--- config.mk ---
export PLATFORM = sky130hd
export DESIGN_NAME = lxc_lane
export DESIGN_NICKNAME = d
export VERILOG_FILES = /design/src/rtl/core/lxc_pkg.sv /design/src/rtl/core/lxc_cdiv.sv /design/src/rtl/core/lxc_lane.sv
export SDC_FILE = /design/constraint.sdc
export NUM_CORES = 2
export LEC_CHECK = 0
export BUFFER_PORTS_ARGS = -buffer_cell sky130_fd_sc_hd__buf_2
export CORE_UTILIZATION = 50
export DETAILED_ROUTE_END_ITERATION = 7
export PLACE_DENSITY = 0.69
export SLEW_MARGIN = 20
export SYNTH_ARGS = -nofsm -noshare
export SYNTH_HDL_FRONTEND = slang
export SYNTH_HIERARCHICAL = 1
export SYNTH_SLANG_ARGS = --single-unit
--- constraint.sdc ---
create_clock -name clk -period 7.75 [get_ports clk]
set_clock_uncertainty 0.2 [all_clocks]
set_input_delay 0.3875 -clock clk [delete_from_list [all_inputs] [get_ports clk]]
set_output_delay 0.3875 -clock clk [all_outputs]
set_load 0.05 [all_outputs]
--- src/rtl/core/lxc_pkg.sv ---
// shared constants, types and helpers for the lab to xyz converter
`timescale 1ns / 1ps

package lxc_pkg;

	localparam int IFRAC         = 16;
	localparam int FRAC_BITS_DEF = 8;

	localparam int LIN_W   = 15;
	localparam int AB_W    = 16;
	localparam int WHITE_W = 16;
	localparam int OUT_W   = 18;

	localparam int ND_W   = 28;
	localparam int V_W    = 22;
	localparam int U_W    = V_W - 1;
	localparam int T_W    = 2 * U_W - IFRAC;
	localparam int C_W    = T_W + U_W - IFRAC;
	localparam int LD_W   = 31;
	localparam int F_W    = 32;
	localparam int PROD_W = F_W + WHITE_W + 1;

	localparam int DIV_Y   = 116;
	localparam int DIV_A   = 500;
	localparam int DIV_B   = 200;
	localparam int DIV_LIN = 7787;
	localparam int LIN_MUL = 1000;

	localparam int Y_OFFSET   = 16 << IFRAC;
	localparam int OFFSET_Q16 = 9039;
	localparam int THRESH_Q16 = 580;
	localparam int RND_HALF   = 1 << (IFRAC - 1);

	localparam int OUT_MIN = -32768;
	localparam int OUT_MAX = 131071;

	localparam logic [WHITE_W-1:0] WHITE_X_RST = WHITE_W'(24332);
	localparam logic [WHITE_W-1:0] WHITE_Y_RST = WHITE_W'(25600);
	localparam logic [WHITE_W-1:0] WHITE_Z_RST = WHITE_W'(27874);

	localparam int CFG_IDX_W = 2;

	typedef enum logic [CFG_IDX_W-1:0] {
		REG_WHITE_X = 2'd0,
		REG_WHITE_Y = 2'd1,
		REG_WHITE_Z = 2'd2
	} reg_index_t;

	typedef struct packed {
		logic s4;
		logic s5;
		logic s6;
		logic s7;
	} lane_en_t;

	// round half away from zero by 2^IFRAC, then clip to the output range
	function automatic logic signed [OUT_W-1:0] round_sat(input logic signed [PROD_W-1:0] p);
		logic signed [PROD_W-1:0] bias;
		logic signed [PROD_W-1:0] r;
		logic signed [OUT_W-1:0]  res;
		bias = PROD_W'(RND_HALF) - PROD_W'(p[PROD_W-1]);
		r = (p + bias) >>> IFRAC;
		if (r > PROD_W'(OUT_MAX))
			res = OUT_W'(OUT_MAX);
		else if (r < PROD_W'(OUT_MIN))
			res = OUT_W'(OUT_MIN);
		else
			res = OUT_W'(r);
		return res;
	endfunction

endpackage

--- src/rtl/core/lxc_cdiv.sv ---
// registered unsigned floor division by a constant through a reciprocal multiply
`timescale 1ns / 1ps

module lxc_cdiv #(
	parameter int W = lxc_pkg::ND_W,
	parameter int D = lxc_pkg::DIV_Y
) (
	input  logic         clk,
	input  logic         en,
	input  logic [W-1:0] m,
	output logic [W-1:0] q
);
	import lxc_pkg::*;

	localparam int K = W + $clog2(D);
	localparam longint unsigned MAGIC = ((64'd1 << K) + 64'(D) - 64'd1) / 64'(D);
	localparam logic [W:0] M = (W+1)'(MAGIC);

	logic [2*W:0] prod;

	assign prod = (2*W+1)'(m) * (2*W+1)'(M);

	always_ff @(posedge clk) begin
		if (en) begin
			q <= W'(prod >> K);
		end
	end

endmodule

--- src/rtl/core/lxc_lane.sv ---
// one colour channel: cube or linear branch, then reference white scaling
`timescale 1ns / 1ps

module lxc_lane (
	input  logic                               clk,
	input  lxc_pkg::lane_en_t                  en,
	input  logic signed [lxc_pkg::V_W-1:0]     v,
	input  logic [lxc_pkg::WHITE_W-1:0]        white,
	output logic signed [lxc_pkg::PROD_W-1:0]  prod_s7
);
	import lxc_pkg::*;

	logic               pos;
	logic [U_W-1:0]     u;
	logic [2*U_W-1:0]   sq;
	logic signed [V_W:0] d;
	logic [V_W:0]       dmag;

	logic               pos_s4;
	logic               dneg_s4;
	logic [U_W-1:0]     u_s4;
	logic [T_W-1:0]     t_s4;
	logic [LD_W-1:0]    m_s4;

	logic [T_W+U_W-1:0] cube;
	logic               pos_s5;
	logic               dneg_s5;
	logic [C_W-1:0]     c_s5;
	logic [LD_W-1:0]    q_lin_s5;

	logic               cubic;
	logic signed [F_W-1:0] lin;
	logic signed [F_W-1:0] f_s6;

	assign pos  = !v[V_W-1] && (v != '0);
	assign u    = v[U_W-1:0];
	assign sq   = (2*U_W)'(u) * (2*U_W)'(u);
	assign d    = (V_W+1)'(v) - (V_W+1)'(OFFSET_Q16);
	assign dmag = d[V_W] ? (V_W+1)'(-d) : (V_W+1)'(d);

	always_ff @(posedge clk) begin
		if (en.s4) begin
			pos_s4  <= pos;
			dneg_s4 <= d[V_W];
			u_s4    <= u;
			t_s4    <= sq[IFRAC +: T_W];
			m_s4    <= LD_W'(dmag) * LD_W'(LIN_MUL) + LD_W'(DIV_LIN / 2);
		end
	end

	lxc_cdiv #(
		.W(LD_W),
		.D(DIV_LIN)
	) u_div_lin (
		.clk(clk),
		.en (en.s5),
		.m  (m_s4),
		.q  (q_lin_s5)
	);

	assign cube = (T_W+U_W)'(t_s4) * (T_W+U_W)'(u_s4);

	always_ff @(posedge clk) begin
		if (en.s5) begin
			pos_s5  <= pos_s4;
			dneg_s5 <= dneg_s4;
			c_s5    <= cube[IFRAC +: C_W];
		end
	end

	assign cubic = pos_s5 && (c_s5 > C_W'(THRESH_Q16));
	assign lin   = dneg_s5 ? -F_W'(q_lin_s5) : F_W'(q_lin_s5);

	always_ff @(posedge clk) begin
		if (en.s6) begin
			f_s6 <= cubic ? F_W'(c_s5) : lin;
		end
	end

	always_ff @(posedge clk) begin
		if (en.s7) begin
			prod_s7 <= PROD_W'(f_s6) * PROD_W'($signed({1'b0, white}));
		end
	end

endmodule

==> metrics.cfg <==
[yosys]
synthArstFlopShare_pct=0
yosys_warnings=6
ys_seq_elements=210
yosysSeqAreaShare_pct=8.65
syn_avg_cell_area_sq_um=9.68
yosysUniqueCellTypes=114
syn_inst=7529
synth_flop_cell=edfxtp_1
synth_edf_count=210
synth_area_sq_um=72900

[worst_setup_path]
cp_max_fo=5
critPathKind=flop to flop
critical_path.max_stage_delay_ns=0.56
crit_buf_inv=6
worstPathArrival_ns=7.70
cp_common_cell=fa_1
path_delay_family=adder cells
start_kind=flop
cp-end-kind=flop
cp_slowest_cell=fa_1
worst_ep_required_time_ns=7.92

[sta]
timing.final.max_slew_violations=0
tightestPinTransition_ns=1.10
setup_viol=0
fin_crit_sh_pct=97.2
rsz0062_at_grt=true
fmax_mhz=133
relSlewSlack_pct=26.9
hold_ws_ns=-0.000893
fin_ws_ns=0.218
hold_viol_final=1
period_needed_ns=7.53

[layout]
synthToLayoutAreaGrowth_pct=9.27
mostFrequentLayoutCells=inv_1, fa_1, nand2_1, ha_1, and2_1
drive_gt1_share_pct=9.14
fin_util_pct=55.2
final_cells=9791
mostFrequentLayoutCell=inv_1
nets=10400
fin_area_sq_um=79600

[placed_design]
pre_cts_ws_ns=-0.351
place.detailed.hpwl_um=160000
placed_area_sq_um=78200
place_congestion=0.931
port_buffers=91
placedCellCount=9701

[outcome]
status=finished with violations
violations=hold timing

[die]
rows=139
core_sq_um=144000
die_h_um=384
dieArea_sq_um=147000
die_w_um=384
ios=92
initial_core_util_pct=50.5

[route]
routed_wl_um=181000
wl_per_cell_um=18.5
drc=0
ant_nets=0
first_pass_iters=5
drt_iter0_markers=2736
routed-via-count=51000
viasPerCell=5.21

[global_route]
antenna_found_initial=5
grt_pass1_wl_um=296000
grt_pass1_vias=56500
grtUsageTotal_pct=25.3
grt_overflow=0
grt_max_degree=71

[cts]
clkLatencyLatePin_ns=0.61
clockRootBuffer=clkbuf_16
cts.clk_slew.worst_paths_ns=0.06
clock-sinks=210
cts_buffers=29
h-tree-depth=1
cts_buffer_depth=3
cts_tree=yes

[min_path]
hp-class=input port to flop

[run]
max_cap_violations=0

-- Yosys cell counts, drive strengths merged (92+ instances only) --
cell       n  share of area [%]
nor2     167               0.92
o21ai    133               0.93
and2     454                3.9
clkbuf   244                1.3
xor2     101                1.3
edfxtp   210                8.7
fa      1611                 44
a21oi    162                1.2
ha       870                 15
xnor2    160                2.1
inv     1930                9.9
nand2    911                4.7
a21o      92               0.95
-- repair_timing --
item	in CTS	in global routing
setup endpoints to repair	1	31
hold endpoints to repair	9	0
buffers inserted	0	34
pin swaps	0	18
gates resized for setup	1	44
hold buffers	3	0
-- registers in the layout (all words and copies together) (netlist names), 19 cells and up --
signal	cells
t_s4	26
prod_s7	49
c_s5	31
u_s4	21
f_s6	32
m_s4	28
u_div_lin/q	19
-- cell type report --
cell class                      count  area (sq um)
Antenna cell                        2          5.00
Clock buffer                       32           737
Clock inverter                     20           193
Fill cell                       12600         64500
Inverter                         1935          7270
Multi-Input combinational cell   5140         58500
Sequential cell                   210          6310
Tap cell                         1903          2380
Timing Repair Buffer              549          4290
-- worst paths after layout --
check        slack (ns)                from            endpoint  cells after the start
min             -0.0009                v[3]   u_s4[3]$_DFFE_PP_                      2
max                0.22  t_s4[10]$_DFFE_PP_  c_s5[19]$_DFFE_PP_                     26
max reg2reg        0.22  t_s4[10]$_DFFE_PP_  c_s5[19]$_DFFE_PP_                     26
min reg2reg        0.40  c_s5[24]$_DFFE_PP_  f_s6[24]$_DFFE_PP_                      2
-- routing by layer --
metal / track usage (%) / share of wire [%]
met1: 32.6 / 41
met2: 44.7 / 50
met3: 2.67 / 5.4
met4: 7.71 / 3.4
met5: 0 / 0.0039
-- metrics by stage --
stage,hold WS [ns],setup TNS [ns]
after CTS,0.0104,0
final,-0.000893,0
after global placement,0.375,-0.372
after global routing,0.00825,-0.0887
after detailed placement,0.388,-1.21
after floorplan,0.200,0
-- logic make-up after synthesis --
group                      synth area share [%]
AOI/OAI and AO/OA                          5.34
muxes                                    0.0876
buffers and inverters                      11.5
xor gates and xnor gates                   3.37
other                                    0.0155
adders and majority gates                  59.2
DFF                                        8.65
and+or+nand+nor                            11.8
Power is left out: the tool's default activity adds up to more than one toggle a clock period on the data nets, which glitch-free logic cannot reach.
